`config.mk`:
```
export PLATFORM = sky130hd
export DESIGN_NAME = dwc_lane
export DESIGN_NICKNAME = d
export VERILOG_FILES = /design/src/rtl/dwc_pkg.sv /design/src/rtl/dwc_lane.sv
export SDC_FILE = /design/constraint.sdc
export NUM_CORES = 2
export LEC_CHECK = 0
export BUFFER_PORTS_ARGS = -buffer_cell sky130_fd_sc_hd__buf_2
export CORE_AREA = 2 2 262 264
export DETAILED_ROUTE_END_ITERATION = 6
export DIE_AREA = 0 0 264 266
export PLACE_DENSITY = 0.66
export RECOVER_POWER = 25
export SYNTH_ARGS = -nofsm -noshare
export SYNTH_HDL_FRONTEND = slang
export SYNTH_SLANG_ARGS = --single-unit
```
`constraint.sdc`:
```
create_clock -name clk -period 5.7 [get_ports clk]
set_input_delay 1.14 -clock clk [delete_from_list [all_inputs] [get_ports clk]]
set_output_delay 1.14 -clock clk [all_outputs]
set_load 0.005 [all_outputs]
```
`src/rtl/dwc_pkg.sv`:
```
// dwc_pkg: shared constants, types and helpers of the depthwise 3x3 convolution block.
// Used by every module under rtl; depends on nothing.
`default_nettype none
package dwc_pkg;

	localparam int MAX_WIDTH   = 64;
	localparam int CHANNELS    = 3;
	localparam int KSIZE       = 3;
	localparam int SAMPLE_BITS = 8;

	localparam int TAPS        = KSIZE * KSIZE;
	localparam int NUM_WEIGHTS = CHANNELS * TAPS;
	localparam int TAP_BITS    = $clog2(TAPS);
	localparam int CH_BITS     = (CHANNELS > 1) ? $clog2(CHANNELS) : 1;
	localparam int WIDX_BITS   = 5;
	localparam int WEIGHT_BITS = 8;
	localparam int PIX_BITS    = CHANNELS * SAMPLE_BITS;
	localparam int COL_BITS    = $clog2(MAX_WIDTH);
	localparam int WREG_BITS   = 7;
	localparam int ROW_BITS    = 12;
	localparam int PROD_BITS   = WEIGHT_BITS + SAMPLE_BITS + 1;
	localparam int ROWSUM_BITS = PROD_BITS + 1;
	localparam int SUM_BITS    = 20;

	localparam int IN_BITS        = WIDX_BITS + WEIGHT_BITS + PIX_BITS;
	localparam int IN_TDATA_BITS  = ((IN_BITS + 7) / 8) * 8;
	localparam int OUT_BITS       = CHANNELS * SUM_BITS + COL_BITS + ROW_BITS;
	localparam int OUT_TDATA_BITS = ((OUT_BITS + 7) / 8) * 8;

	localparam int ADDR_BITS = 3;
	localparam logic [ADDR_BITS-1:0] REG_WIDTH_ADDR  = 3'd0;
	localparam logic [ADDR_BITS-1:0] REG_HEIGHT_ADDR = 3'd4;

	typedef enum logic {
		CMD_WEIGHT = 1'b0,
		CMD_PIXEL  = 1'b1
	} cmd_t;

	typedef struct packed {
		logic [COL_BITS-1:0] col;
		logic [ROW_BITS-1:0] row;
		logic                last;
	} meta_t;

	typedef struct packed {
		cmd_t                   cmd;
		logic [WIDX_BITS-1:0]   widx;
		logic [WEIGHT_BITS-1:0] wval;
		logic [PIX_BITS-1:0]    px;
		logic [PIX_BITS-1:0]    rda;
		logic [PIX_BITS-1:0]    rdb;
		logic [COL_BITS-1:0]    col;
		logic                   keep;
		meta_t                  meta;
	} s1_t;

	typedef struct packed {
		logic s1_go;
		logic ld_s2;
		logic ld_s3;
	} pipe_ctl_t;

	typedef struct packed {
		logic                upd;
		logic                wr;
		logic [TAP_BITS-1:0] tap;
		logic                ld_s2;
		logic                ld_s3;
	} lane_ctl_t;

	typedef struct packed {
		logic                ok;
		logic [CH_BITS-1:0]  ch;
		logic [TAP_BITS-1:0] tap;
	} wsel_t;

	function automatic wsel_t decode_widx(input logic [WIDX_BITS-1:0] idx);
		wsel_t r;
		r = '0;
		for (int c = 0; c < CHANNELS; c++) begin
			if (idx >= WIDX_BITS'(c * TAPS) && idx < WIDX_BITS'((c + 1) * TAPS)) begin
				r.ok  = 1'b1;
				r.ch  = CH_BITS'(c);
				r.tap = TAP_BITS'(idx - WIDX_BITS'(c * TAPS));
			end
		end
		return r;
	endfunction

endpackage
`default_nettype wire

```
`src/rtl/dwc_lane.sv`:
```
// dwc_lane: one channel lane: kernel weights, 3x3 window, nine products and row sums.
// Depends on dwc_pkg.
`default_nettype none
module dwc_lane (
	input  wire logic                                                  clk,
	input  wire logic                                                  arst_n,
	input  wire dwc_pkg::lane_ctl_t                                    ctl,
	input  wire logic [dwc_pkg::WEIGHT_BITS-1:0]                       wval,
	input  wire logic [dwc_pkg::KSIZE-1:0][dwc_pkg::SAMPLE_BITS-1:0]   cur,
	output logic [dwc_pkg::KSIZE-1:0][dwc_pkg::ROWSUM_BITS-1:0]        rowsum
);

	logic [dwc_pkg::WEIGHT_BITS-1:0]        w_q    [dwc_pkg::TAPS];
	logic [dwc_pkg::SAMPLE_BITS-1:0]        win_q  [2*dwc_pkg::KSIZE];
	logic signed [dwc_pkg::PROD_BITS-1:0]   prod_s2 [dwc_pkg::TAPS];
	logic signed [dwc_pkg::PROD_BITS-1:0]   prod   [dwc_pkg::TAPS];
	logic signed [dwc_pkg::SAMPLE_BITS:0]   samp   [dwc_pkg::TAPS];
	logic signed [dwc_pkg::ROWSUM_BITS-1:0] row_s3 [dwc_pkg::KSIZE];

	always_comb begin
		for (int ky = 0; ky < dwc_pkg::KSIZE; ky++) begin
			samp[ky*dwc_pkg::KSIZE]     = $signed({1'b0, win_q[ky]});
			samp[ky*dwc_pkg::KSIZE + 1] = $signed({1'b0, win_q[dwc_pkg::KSIZE + ky]});
			samp[ky*dwc_pkg::KSIZE + 2] = $signed({1'b0, cur[ky]});
		end
		for (int t = 0; t < dwc_pkg::TAPS; t++)
			prod[t] = dwc_pkg::PROD_BITS'($signed(w_q[t]) * samp[t]);
	end

	always_ff @(posedge clk) begin
		if (ctl.wr)
			w_q[ctl.tap] <= wval;
	end

	// shift the window one column left, new column from the line memories and the new pixel
	always_ff @(posedge clk or negedge arst_n) begin
		if (!arst_n) begin
			for (int k = 0; k < 2*dwc_pkg::KSIZE; k++)
				win_q[k] <= '0;
		end else if (ctl.upd) begin
			for (int k = 0; k < dwc_pkg::KSIZE; k++) begin
				win_q[k]                 <= win_q[dwc_pkg::KSIZE + k];
				win_q[dwc_pkg::KSIZE + k] <= cur[k];
			end
		end
	end

	always_ff @(posedge clk) begin
		if (ctl.ld_s2) begin
			for (int t = 0; t < dwc_pkg::TAPS; t++)
				prod_s2[t] <= prod[t];
		end
		if (ctl.ld_s3) begin
			for (int ky = 0; ky < dwc_pkg::KSIZE; ky++)
				row_s3[ky] <= dwc_pkg::ROWSUM_BITS'(prod_s2[ky*dwc_pkg::KSIZE])
					+ dwc_pkg::ROWSUM_BITS'(prod_s2[ky*dwc_pkg::KSIZE + 1])
					+ dwc_pkg::ROWSUM_BITS'(prod_s2[ky*dwc_pkg::KSIZE + 2]);
		end
	end

	always_comb begin
		for (int ky = 0; ky < dwc_pkg::KSIZE; ky++)
			rowsum[ky] = row_s3[ky];
	end

endmodule
`default_nettype wire

```
==> out/qor.csv <==
stage;metric;value;unit
sta;Worst Skew;30.3;ps
logic_synthesis;synth unique cells;66;
routing;via/cell ratio;5.32;
logic_synthesis;Post-synth EDFFs;279;
critical_path;crit path DAT;5130;ps
critical_path;Top cell by count, worst path;fa_1;
logic_synthesis;post-synthesis sequential area ratio;28.7;%
floorplanning;starting density of the core;49.4;%
clocking;CTS HTree Levels;2;
cells_and_area;most frequent cells in the layout;564 x inv_1, 435 x ha_1, 387 x fa_1, 356 x and2_1, 279 x edfxtp_1;
logic_synthesis;ys flop type;edfxtp_1;
floorplanning;Total Die Area;70200;µm²
routing;Detailed Route WL;73400;µm
sta;Final Max Slew Viols;193;
logic_synthesis;number of synthesized register bits;327;
sta;slack of the critical path;907;ps
grt;global route total overflow;0;
cells_and_area;layout cell share with drive strength beyond 1;6.97;%
clocking;# resized after CTS;0;
routing;TritonRoute pass-1 iters;5;
run_status;status;finished with violations;
logic_synthesis;Syn Nets;3983;
pwr;Max VDD drop;0.000303;V
critical_path;maximum fanout along the worst path;6;
run_status;failing checks;capacitance limit, slew limit;
sta;setup TNS;0;ps
routing;Avg WL per Cell;17.7;µm
routing;Starting DRT DRC Count;1195;
place;DPL Wire Length;58000;µm
clocking;CTS root buffer;clkbuf_16;
flow_run;# Max-Cap Violations;3;
sta;setup repair after global routing missed its margin;no;
logic_synthesis;synth warn;0;
logic_synthesis;Synth Instances;3119;
grt;initial antenna violation count;2;
critical_path;CP Class;register to register;
clocking;CTS clk-pin slew, worst paths;60;ps
sta;period utilization;84.1;%
clocking;# Post-CTS Setup Buffers;0;
floorplanning;row count;96;
routing;Antenna Violating Nets Remaining;0;
sta;Slew HR;-144;%
cells_and_area;Layout Area Growth over Synthesis;8.39;%
critical_path;crit path capture type;register;
logic_synthesis;async set or reset register ratio after synthesis;14.7;%
floorplanning;core area;67700;µm²
critical_path;CP Data Required Time;6040;ps
critical_path;CP Cell Sequence;inv_1, nor2_1, fa_1, fa_1, fa_1, inv_1, fa_1, inv_1, ha_1, or2_2, a21oi_1, a21oi_1, a211oi_1, a21oi_1, xnor2_1;
critical_path;Max stage delay cell, worst path;edfxtp_1;
floorplanning;die height;266;µm
clocking;CTS tree;yes;
critical_path;CP top delay family;adder cells;
grt;number of global-route vias before repair;23900;
critical_path;CP Launch Type;register;
cells_and_area;Post-layout nets;4088;
grt;largest net degree at the start of global routing;89;
clocking;# hold bufs at CTS;0;
sta;fmax;209;MHz
logic_synthesis;Mean Syn Cell Area;10.7;µm²
clocking;worst skew pair latency;570;ps
sta;final setup fails;0;
floorplanning;Die Wd;264;µm
routing;via count;22000;
critical_path;max incr delay on CP;510;ps
place;dpl ws;409;ps
sta;Period minus WS final;4790;ps
hold_path;Hold Crit Class;register to register;
cells_and_area;commonest non-fill, non-tap cell in the layout;inv_1;
place;PortBufs;95;
critical_path;Crit path buffers/inverters;3;
clocking;maximum clock insertion buffer count;3;
sta;Slew @ Worst Pin;3670;ps
logic_synthesis;area of the mapped netlist;33400;µm²
cells_and_area;FILL cells;5939;
grt;gr usage total;21.8;%
routing;DRC viols;0;
sta;Final Hold Fails;0;
grt;global-route wire length before repair;123000;µm
place;Placer Congestion;0.887;
pwr;power per cell area;503;nW/µm²
pwr;leakage power total;16.9;nW
clocking;Num Clock Sinks;327;
clocking;number of CTS-inserted buffers;41;
floorplanning;IO Pins;96;
-- worst paths after layout --
kind / start / slack [ps] / depth (start not counted) / end
min reg2reg: prod_s2[0][137] / 730 / 2 / row_s3[0][37]
min: prod_s2[0][137] / 730 / 2 / row_s3[0][37]
max reg2reg: w_q[6][7] / 910 / 15 / prod_s2[0][118]
max in group asynchronous: arst_n / 1910 / 2 / samp[22]
max: w_q[6][7] / 910 / 15 / prod_s2[0][118]
min in group asynchronous: arst_n / 1840 / 2 / samp[43]
-- flip-flops by register name, indices dropped and copies added, names as in the netlist --
signal,flops
w_q,72
samp,48
row_s3,54
prod_s2,153
-- power by group --
group	switching, W	internal, W
Sequential	0.000461	0.00398
Combinational	0.00629	0.00492
Clock	0.00107	0.00150
Total	0.00783	0.0104
-- area by class of cell --
type / instances / area [µm²] / share of cell area, %
inverters: 572 / 2150 / 5.95
diodes: 2 / 5.00 / 0.0138
flip-flops and latches: 327 / 9580 / 26.4
multi-input cells: 2182 / 21600 / 59.5
clock buffers: 50 / 1110 / 3.07
repair buffers: 100 / 494 / 1.36
well taps: 882 / 1100 / 3.05
clock inverters: 26 / 228 / 0.628
-- Yosys cell counts, types with 38 or more instances --
master | instances | area [µm²]
xnor2_1 | 111 | 972
nor2_1 | 127 | 477
nand2_1 | 195 | 732
edfxtp_1 | 279 | 8380
mux2_2 | 48 | 541
a21oi_1 | 100 | 500
fa_1 | 387 | 7750
clkbuf_1 | 38 | 143
o21ai_1 | 39 | 195
and2_1 | 367 | 2300
dfrtp_1 | 48 | 1200
nand2b_1 | 49 | 307
ha_1 | 435 | 5440
inv_1 | 564 | 2120
-- worst register-to-register path, stage by stage (launching register included) --
cell and delay [ps]:
edfxtp_1 510, inv_1 260, nor2_1 100, fa_1 510, fa_1 430, fa_1 500, inv_1 50, fa_1 470
inv_1 40, ha_1 310, or2_2 320, a21oi_1 140, a21oi_1 80, a211oi_1 360, a21oi_1 140, xnor2_1 350
-- cell families after synthesis --
| group | Yosys count | share of synthesized area, % |
|---|---|---|
| AOI/OAI and AO/OA | 311 | 6.13 |
| xor gates and xnor gates | 129 | 3.38 |
| adders and majority gates | 822 | 39.5 |
| buffers and inverters | 610 | 6.87 |
| DFF | 327 | 28.7 |
| muxes | 50 | 1.68 |
| and+or+nand+nor | 870 | 13.8 |
-- routing by layer --
layer / up-vias / track usage [%] / part of all wire (%)
met5: - / 0 / 0
met4: 0 / 6.23 / 2.7
met3: 98 / 2.80 / 4.6
met2: 527 / 37.9 / 49
met1: 11000 / 28.8 / 44
li1: 10400 / - / -
-- per-stage QoR --
step / power [W] / util, % / instances / hold slack, ps / area [µm²]
finish: 0.0182 / 53.5 / 4141 / 726 / 36200
global route: 0.0200 / 53.5 / 4139 / 751 / 36200
CTS: 0.0184 / 53.5 / 4139 / 712 / 36300
detailed placement: 0.0157 / 51.5 / 4063 / 702 / 34900
global placement: 0.0154 / 51.5 / 4063 / 692 / 34900
floorplan: 0.0128 / - / 3119 / 568 / 33400
No activity file was read; power rests on OpenSTA's default activity.
