[src/rtl/dwc_pkg.sv]
// dwc_pkg: shared constants, types and helpers of the depthwise 3x3 convolution block.
// Used by every module under rtl; depends on nothing.
`default_nettype none
package dwc_pkg;

	localparam int MAX_WIDTH   = 64;
	localparam int CHANNELS    = 3;
	localparam int KSIZE       = 3;
	localparam int SAMPLE_BITS = 8;

	localparam int TAPS        = KSIZE * KSIZE;
	localparam int NUM_WEIGHTS = CHANNELS * TAPS;
	localparam int TAP_BITS    = $clog2(TAPS);
	localparam int CH_BITS     = (CHANNELS > 1) ? $clog2(CHANNELS) : 1;
	localparam int WIDX_BITS   = 5;
	localparam int WEIGHT_BITS = 8;
	localparam int PIX_BITS    = CHANNELS * SAMPLE_BITS;
	localparam int COL_BITS    = $clog2(MAX_WIDTH);
	localparam int WREG_BITS   = 7;
	localparam int ROW_BITS    = 12;
	localparam int PROD_BITS   = WEIGHT_BITS + SAMPLE_BITS + 1;
	localparam int ROWSUM_BITS = PROD_BITS + 1;
	localparam int SUM_BITS    = 20;

	localparam int IN_BITS        = WIDX_BITS + WEIGHT_BITS + PIX_BITS;
	localparam int IN_TDATA_BITS  = ((IN_BITS + 7) / 8) * 8;
	localparam int OUT_BITS       = CHANNELS * SUM_BITS + COL_BITS + ROW_BITS;
	localparam int OUT_TDATA_BITS = ((OUT_BITS + 7) / 8) * 8;

	localparam int ADDR_BITS = 3;
	localparam logic [ADDR_BITS-1:0] REG_WIDTH_ADDR  = 3'd0;
	localparam logic [ADDR_BITS-1:0] REG_HEIGHT_ADDR = 3'd4;

	typedef enum logic {
		CMD_WEIGHT = 1'b0,
		CMD_PIXEL  = 1'b1
	} cmd_t;

	typedef struct packed {
		logic [COL_BITS-1:0] col;
		logic [ROW_BITS-1:0] row;
		logic                last;
	} meta_t;

	typedef struct packed {
		cmd_t                   cmd;
		logic [WIDX_BITS-1:0]   widx;
		logic [WEIGHT_BITS-1:0] wval;
		logic [PIX_BITS-1:0]    px;
		logic [PIX_BITS-1:0]    rda;
		logic [PIX_BITS-1:0]    rdb;
		logic [COL_BITS-1:0]    col;
		logic                   keep;
		meta_t                  meta;
	} s1_t;

	typedef struct packed {
		logic s1_go;
		logic ld_s2;
		logic ld_s3;
	} pipe_ctl_t;

	typedef struct packed {
		logic                upd;
		logic                wr;
		logic [TAP_BITS-1:0] tap;
		logic                ld_s2;
		logic                ld_s3;
	} lane_ctl_t;

	typedef struct packed {
		logic                ok;
		logic [CH_BITS-1:0]  ch;
		logic [TAP_BITS-1:0] tap;
	} wsel_t;

	function automatic wsel_t decode_widx(input logic [WIDX_BITS-1:0] idx);
		wsel_t r;
		r = '0;
		for (int c = 0; c < CHANNELS; c++) begin
			if (idx >= WIDX_BITS'(c * TAPS) && idx < WIDX_BITS'((c + 1) * TAPS)) begin
				r.ok  = 1'b1;
				r.ch  = CH_BITS'(c);
				r.tap = TAP_BITS'(idx - WIDX_BITS'(c * TAPS));
			end
		end
		return r;
	endfunction

endpackage
`default_nettype wire

[src/rtl/dwc_merge.sv]
// dwc_merge: pipeline control, coordinate pipeline and output register that adds the lane row sums.
// Depends on dwc_pkg.
`default_nettype none
module dwc_merge (
	input  wire logic                                         clk,
	input  wire logic                                         arst_n,
	input  wire logic                                         v_s1,
	input  wire logic                                         keep_s1,
	input  wire dwc_pkg::meta_t                               meta_s1,
	input  wire logic [dwc_pkg::CHANNELS-1:0][dwc_pkg::KSIZE-1:0][dwc_pkg::ROWSUM_BITS-1:0] rowsum,
	output dwc_pkg::pipe_ctl_t                                ctl,
	output logic                                              m_tvalid,
	input  wire logic                                         m_tready,
	output logic [dwc_pkg::OUT_TDATA_BITS-1:0]                m_tdata,
	output logic                                              m_tlast
);

	logic                          v_s2, v_s3;
	dwc_pkg::meta_t                meta_s2, meta_s3, meta_q;
	logic                          rdy_out, rdy_s3, rdy_s2;
	logic [dwc_pkg::SUM_BITS-1:0]  sum    [dwc_pkg::CHANNELS];
	logic [dwc_pkg::SUM_BITS-1:0]  sum_q  [dwc_pkg::CHANNELS];

	assign rdy_out   = !m_tvalid || m_tready;
	assign rdy_s3    = !v_s3 || rdy_out;
	assign rdy_s2    = !v_s2 || rdy_s3;
	assign ctl.s1_go = v_s1 && (!keep_s1 || rdy_s2);
	assign ctl.ld_s2 = ctl.s1_go && keep_s1;
	assign ctl.ld_s3 = v_s2 && rdy_s3;

	always_comb begin
		for (int c = 0; c < dwc_pkg::CHANNELS; c++) begin
			sum[c] = '0;
			for (int ky = 0; ky < dwc_pkg::KSIZE; ky++)
				sum[c] = sum[c] + dwc_pkg::SUM_BITS'($signed(rowsum[c][ky]));
		end
	end

	always_ff @(posedge clk or negedge arst_n) begin
		if (!arst_n) begin
			v_s2     <= 1'b0;
			v_s3     <= 1'b0;
			m_tvalid <= 1'b0;
		end else begin
			if (ctl.ld_s2)
				v_s2 <= 1'b1;
			else if (ctl.ld_s3)
				v_s2 <= 1'b0;
			if (ctl.ld_s3)
				v_s3 <= 1'b1;
			else if (v_s3 && rdy_out)
				v_s3 <= 1'b0;
			if (v_s3 && rdy_out)
				m_tvalid <= 1'b1;
			else if (m_tready)
				m_tvalid <= 1'b0;
		end
	end

	always_ff @(posedge clk) begin
		if (ctl.ld_s2)
			meta_s2 <= meta_s1;
		if (ctl.ld_s3)
			meta_s3 <= meta_s2;
		if (v_s3 && rdy_out) begin
			meta_q <= meta_s3;
			for (int c = 0; c < dwc_pkg::CHANNELS; c++)
				sum_q[c] <= sum[c];
		end
	end

	always_comb begin
		m_tdata = '0;
		for (int c = 0; c < dwc_pkg::CHANNELS; c++)
			m_tdata[c*dwc_pkg::SUM_BITS +: dwc_pkg::SUM_BITS] = sum_q[c];
		m_tdata[dwc_pkg::CHANNELS*dwc_pkg::SUM_BITS +: dwc_pkg::COL_BITS] = meta_q.col;
		m_tdata[dwc_pkg::CHANNELS*dwc_pkg::SUM_BITS + dwc_pkg::COL_BITS +: dwc_pkg::ROW_BITS] =
			meta_q.row;
	end

	assign m_tlast = meta_q.last;

	a_s2_hold: assert property (@(posedge clk) disable iff (!arst_n)
		(v_s2 && !ctl.ld_s3) |-> !ctl.ld_s2)
		else $error("s2 overwritten while occupied");

	a_s3_hold: assert property (@(posedge clk) disable iff (!arst_n)
		(v_s3 && m_tvalid && !m_tready) |=> (v_s3 && $stable(meta_s3)))
		else $error("s3 lost while output stalled");

endmodule
`default_nettype wire

[config.mk]
export PLATFORM = sky130hd
export DESIGN_NAME = dwc_merge
export DESIGN_NICKNAME = d
export VERILOG_FILES = /design/src/rtl/dwc_pkg.sv /design/src/rtl/dwc_merge.sv
export SDC_FILE = /design/constraint.sdc
export NUM_CORES = 1
export LEC_CHECK = 0
export ABC_CLOCK_PERIOD_IN_PS = 8970
export BUFFER_PORTS_ARGS = -buffer_cell sky130_fd_sc_hd__buf_2
export CORE_UTILIZATION = 54
export DETAILED_ROUTE_END_ITERATION = 6
export MAX_ROUTING_LAYER = met4
export PLACE_DENSITY_LB_ADDON = 0.15
export SETUP_SLACK_MARGIN = 0.1
export SLEW_MARGIN = 0
export SYNTH_ARGS = -nofsm -noshare
export SYNTH_HDL_FRONTEND = slang
export SYNTH_SLANG_ARGS = --single-unit
[constraint.sdc]
create_clock -name clk -period 8.97 [get_ports clk]
set_input_delay 0.4485 -clock clk [delete_from_list [all_inputs] [get_ports clk]]
set_output_delay 0.4485 -clock clk [all_outputs]
set_load 0.02 [all_outputs]
==> impl_metrics.json, run 1 <==
{
  "grt_pass1_vias": 5805,
  "yosysWarnings": 0,
  "areaGrowthSynthToFinish_pct": 29.39,
  "syn_area_per_cell_um2": 13.03,
  "io_buffers": 268,
  "instances_no_fill": 1043,
  "antennaDiodeCount": 0,
  "grt_util_met3_pct": 5.412,
  "cts_htree_levels": 4,
  "drc_errors": 0,
  "finalSetupViolCount": 0,
  "fin_crit_ns": 2.819,
  "relSlewSlack_pct": 24.24,
  "cp-start-kind": "primary input",
  "synthDistinctLibCells": 59,
  "ir_worst_vdd_v": 0.0001408,
  "post-place-ws_ns": 5.750,
  "antenna_left": 0,
  "finalPower_w": 0.002120,
  "path_class": "primary input to register",
  "setup_tns_ns": 0,
  "met2_usage_pct": 45.71,
  "rr_worst_depth": 3,
  "worstMarginPinSlew_ns": 1.134,
  "grt_antenna_before_repair": 0,
  "hold_path_depth": 1,
  "ys_ff_latch": 120,
  "synth-async-reset-ratio_pct": 2.500,
  "rows": 42,
  "syn_area_um2": 7403,
  "clock_sinks": 120,
  "clk_pin_slew_ns": 0.05,
  "drt_iter0_markers": 280,
  "hold_viol_final": 0,
  "grt_use_met1_pct": 27.78,
  "numCtsBuffers": 17,
  "clock-root-buffer": "clkbuf_16",
  "top_usage_layer": "met2",
  "finalWirelength_um": 16620,
  "yosys-top-cells-area": "edfxtp_1, fa_1, ha_1",
  "fin_util_pct": 72.05,
  "clk_latency_ns": 0.41,
  "cp_data_required_time_ns": 9.11,
  "end_kind": "register",
  "yosys.area.top_type": "edfxtp_1",
  "p_per_area_nw_per_um2": 221.3,
  "yosysTopAreaCellShare_pct": 47.46,
  "final_nets": 1152,
  "dp_cells": 1011,
  "grt_usage_pct": 25.47,
  "cts_buffer_depth": 2,
  "ys_seq_area_share_pct": 48.47,
  "postCtsSetupRepairBufs": 0,
  "fin_skew_ns": 0.007886,
  "grt_pass1_wl_um": 26900,
  "firstDrtPassIters": 6,
  "initial_core_util_pct": 55.68,
  "die-width_um": 119.1,
  "syn_inst": 568,
  "cts_tree": "yes",
  "drv_slew": 0,
  "die_area_um2": 14180,
  "path_max_fanout": 3,
  "worst_slack_ns": 6.151,
  "routed_via_density": 5.452,
  "synth_edf_count": 117,
  "vias": 5686,
  "wl_per_cell_um": 15.93,
  "place_hpwl_um": 13270,
  "fmax_ghz": 0.3547,
  "final.period_utilization_pct": 31.43,
  "rsz0062_at_grt": "no",
  "synth_ff_type": "edfxtp_1",
  "gp_congestion": 0.9412,
  "arrival_ns": 2.96,
  "leakage_nw": 4.187,
  "status": "finished, final reports clean",
  "hold_path.class": "primary input to register",
  "grt_max_degree": 43,
  "pin_count": 271,
  "drive_above_1_share_pct": 36.45,
  "nFillCells": 970,
  "dieHeight_um": 119.1,
  "coreArea_um2": 13300,
  "drv_cap": 0,
  "grt_overflow_total": 0
}
-- synth_stat cells, drive strengths merged, types with 2 or more instances --
| library cell | number |
|---|---|
| and4 | 2 |
| a21o | 6 |
| xor2 | 19 |
| a41oi | 2 |
| nor4b | 3 |
| nor3b | 2 |
| a21oi | 54 |
| dfrtp | 3 |
| o31ai | 3 |
| nand3 | 16 |
| buf | 3 |
| edfxtp | 117 |
| and3 | 8 |
| a2111oi | 2 |
| and2 | 3 |
| a221o | 2 |
| fa | 57 |
| nand2 | 39 |
| nand2b | 6 |
| a31oi | 5 |
| or2 | 2 |
| o21a | 6 |
| o211ai | 6 |
| inv | 34 |
| a21boi | 2 |
| a31o | 2 |
| nor3 | 4 |
| nor4 | 2 |
| nor2 | 24 |
| a211oi | 4 |
| o2111ai | 3 |
| o21ai | 27 |
| xnor2 | 25 |
| ha | 54 |
| nor2b | 9 |
-- per-layer routing --
layer,vias to the layer above,part of all wire [%]
met4,0,1.9
li1,2675,-
met1,2727,39
met3,29,6.2
met2,255,53
met5,-,0
-- where the power goes --
group / internal, W / switching, W
registers: 0.000723 / 0.0000171
clock network: 0.000436 / 0.000249
logic: 0.000281 / 0.000414
-- per-stage QoR --
stage	hold WS (ns)	instance area, um2
after floorplan	0.1529	7407
after CTS	0.1939	9579
final	0.2142	9579
after detailed placement	0.2528	8971
after global placement	0.2467	8971
after global routing	0.1953	9579
-- cell usage in the layout (no fill, tap or decap), types with 17 or more instances in the layout --
cell type | synthesis | routed
edfxtp_1 | 117 | 117
buf_2 | 0 | 268
inv_1 | 34 | 34
o21ai_0 | 24 | 24
nand2_1 | 39 | 39
xnor2_1 | 25 | 25
nor2_1 | 24 | 24
fa_1 | 57 | 57
clkbuf_16 | 0 | 17
ha_1 | 54 | 54
a21oi_1 | 53 | 53
xor2_1 | 19 | 19
-- flip-flops by register name (all words and copies together) (netlist names) --
register  flops
m_tvalid      1
sum_q        60
meta_s2      19
m_tdata      18
m_tlast       1
v_s3          1
v_s2          1
meta_s3      19
-- cells by family after synthesis --
kind of cell               share of synthesized area [%]
buffers and inverters                              2.045
DFF                                                48.47
xor gates and xnor gates                           5.205
adders and majority gates                          24.54
and+or+nand+nor                                    8.586
other                                            0.05065
AOI/OAI and AO/OA                                  11.10
-- worst max-delay path, cell delays in order --
cell and delay, ns:
buf_2 0.11, fa_1 0.54, ha_1 0.21, inv_1 0.08
fa_1 0.45, nand2b_1 0.18, a21oi_1 0.24, nor2_1 0.11
o21a_1 0.23, o31ai_1 0.26, xor2_1 0.10
-- path summary, 6_finish.rpt --
check                       startpoint  slack [ns]      endpoint
max in group asynchronous       arst_n        8.48      m_tvalid
min in group asynchronous       arst_n        0.37          v_s2
max reg2reg                   m_tvalid        6.46   m_tdata[76]
min                        meta_s1[14]        0.21   meta_s2[14]
min reg2reg                 meta_s3[6]        0.42   m_tdata[71]
max                        rowsum[109]        6.15  sum_q[0][53]
-- what timing repair did --
item                                   4_1_cts  5_1_grt
endpoints found under the hold margin        3        0
hold buffers                                 1        0
resized for setup                            0        0
-- layout make-up --
cell class	instances	area, um2	share of cell area (%)
clock buffers	17	425.4	4.441
clock inverters	14	172.7	1.803
inverters	34	127.6	1.332
multi-input cells	411	3679	38.40
flip-flops and latches	120	3588	37.46
well taps	176	220.2	2.299
repair buffers	271	1366	14.26
Power figures use the tool's default switching activity.
==> run 2: changes to the inputs <==
ABC_CLOCK_PERIOD_IN_PS = 2600   (was 8970)
CORE_UTILIZATION = 51   (was 54)
clock period = 2.6 ns   (was 8.97 ns; I/O delays follow)
==> impl_metrics.json, run 2 (synthesis gave the netlist of run 1 again) <==
{
  "rsz0062_at_grt": "no",
  "drv_slew": 0,
  "cts_buffer_depth": 2,
  "reg_top3": "sum_q (60), meta_s2 (19), meta_s3 (19)",
  "dieHeight_um": 122.5,
  "cts_tree": "yes",
  "wl_per_cell_um": 16.02,
  "clock-root-buffer": "clkbuf_16",
  "place_hpwl_um": 13740,
  "status": "finished, final reports clean",
  "finalSetupViolCount": 0,
  "cp_data_required_time_ns": 2.47,
  "rows": 43,
  "cp_slowest_stage_delay_ns": 0.75,
  "numCtsBuffers": 17,
  "relSlewSlack_pct": 24.69,
  "regMostFlops": "sum_q",
  "ir_worst_vdd_v": 0.0005044,
  "arrival_ns": 2.20,
  "final_nets": 1191,
  "largest_reg_flops": 60,
  "fin_util_pct": 70.74,
  "areaGrowthSynthToFinish_pct": 34.17,
  "grt_usage_pct": 25.04,
  "vias": 5812,
  "clock_sinks": 120,
  "hold_viol_final": 0,
  "die-width_um": 122.5,
  "clk_pin_slew_ns": 0.06,
  "fin_skew_ns": 0.006848,
  "grt_pass1_wl_um": 27340,
  "path_class": "register to output pin",
  "drt_iter0_markers": 350,
  "pin_count": 271,
  "antenna_left": 0,
  "hold_path.class": "primary input to async pin",
  "leakage_nw": 4.371,
  "setup_tns_ns": 0,
  "die_area_um2": 15000,
  "cp-start-kind": "register",
  "final.period_utilization_pct": 89.45,
  "nFillCells": 1038,
  "crit_chain": "nor2b_1 > nand3_1 > and3_1 > buf_2",
  "gp_congestion": 0.8494,
  "grt_antenna_before_repair": 0,
  "path_max_fanout": 20,
  "slowest_stage": "and3_1",
  "cts_htree_levels": 4,
  "clk_latency_ns": 0.42,
  "io_buffers": 268,
  "layout.cells.most_common": "buf_2",
  "worstMarginPinSlew_ns": 1.123,
  "finalWirelength_um": 17430,
  "p_per_area_nw_per_um2": 746.0,
  "end_kind": "output pin",
  "grt_max_degree": 49,
  "final_cell_mix": "buf_2, edfxtp_1, fa_1, ha_1, a21oi_1",
  "cts_resized": 0,
  "initial_core_util_pct": 52.72,
  "drv_cap": 0,
  "fin_crit_ns": 2.326,
  "routed_via_density": 5.342,
  "fmax_ghz": 0.4300,
  "grt_pass1_vias": 5829,
  "coreArea_um2": 14040,
  "firstDrtPassIters": 5,
  "drive_above_1_share_pct": 36.93,
  "drc_errors": 0,
  "grt_overflow_total": 0
}
-- run 2: final timing paths --
check / start / end / slack, ns / cells past startpoint
max reg2reg: m_tvalid / meta_s2[3] / 0.74 / 3
max in group asynchronous: arst_n / v_s3 / 2.45 / 2
min: arst_n / v_s2 / 0.04 / 2
min in group clk: m_tready / v_s3 / 0.14 / 3
min reg2reg: meta_s2[9] / meta_s3[9] / 0.41 / 0
max: m_tvalid / ctl[1] / 0.27 / 4
-- run 2: repair_timing --
action / 4_1_cts / 5_1_grt
buffers inserted: 0 / 0
endpoints found under the setup margin: 0 / 0
hold buffers: 22 / 0
endpoints found under the hold margin: 23 / 0
-- run 2: layer usage --
metal  track usage, %  share of wire [%]
met5                -                  0
met4            10.06                2.1
met2            40.94                 50
met1            29.83                 41
met3            5.948                6.8
-- run 2: area by class of cell --
| type | instances | area, um2 | area share [%] |
|---|---|---|---|
| Tap cell | 180 | 225.2 | 2.267 |
| Antenna cell | 1 | 2.502 | 0.02519 |
| Clock buffer | 18 | 429.2 | 4.320 |
| Timing Repair Buffer | 310 | 1712 | 17.23 |
| Clock inverter | 14 | 165.2 | 1.663 |
| Sequential cell | 120 | 3588 | 36.13 |
| Multi-Input combinational cell | 411 | 3684 | 37.08 |
| Inverter | 34 | 127.6 | 1.285 |
-- run 2: critical path: cells and delay by family, from the launching register on --
family,cells,cell delay (ns)
buf+inv,1,0.30
flops,1,0.37
simple gates,3,1.11
-- run 2: report_power, final --
group	internal, W	total (W)	switching [W]
clock	0.00144	0.00235	0.000918
sequential	0.00249	0.00255	0.0000577
combinational	0.00105	0.00251	0.00145
-- run 2: metrics by stage --
step | worst slack (ns) | cell area, um2 | hold slack, ns | cells | total power (W)
floorplan | 0.1366 | 7420 | -0.1656 | 569 | 0.004227
global placement | -0.09461 | 9116 | -0.07420 | 1033 | 0.004990
detailed placement | -0.1508 | 9116 | -0.07152 | 1033 | 0.005054
CTS | 0.2435 | 9931 | 0.01704 | 1087 | 0.007467
global route | 0.1123 | 9931 | 0.03428 | 1087 | 0.007844
finish | 0.2744 | 9933 | 0.04189 | 1088 | 0.007411
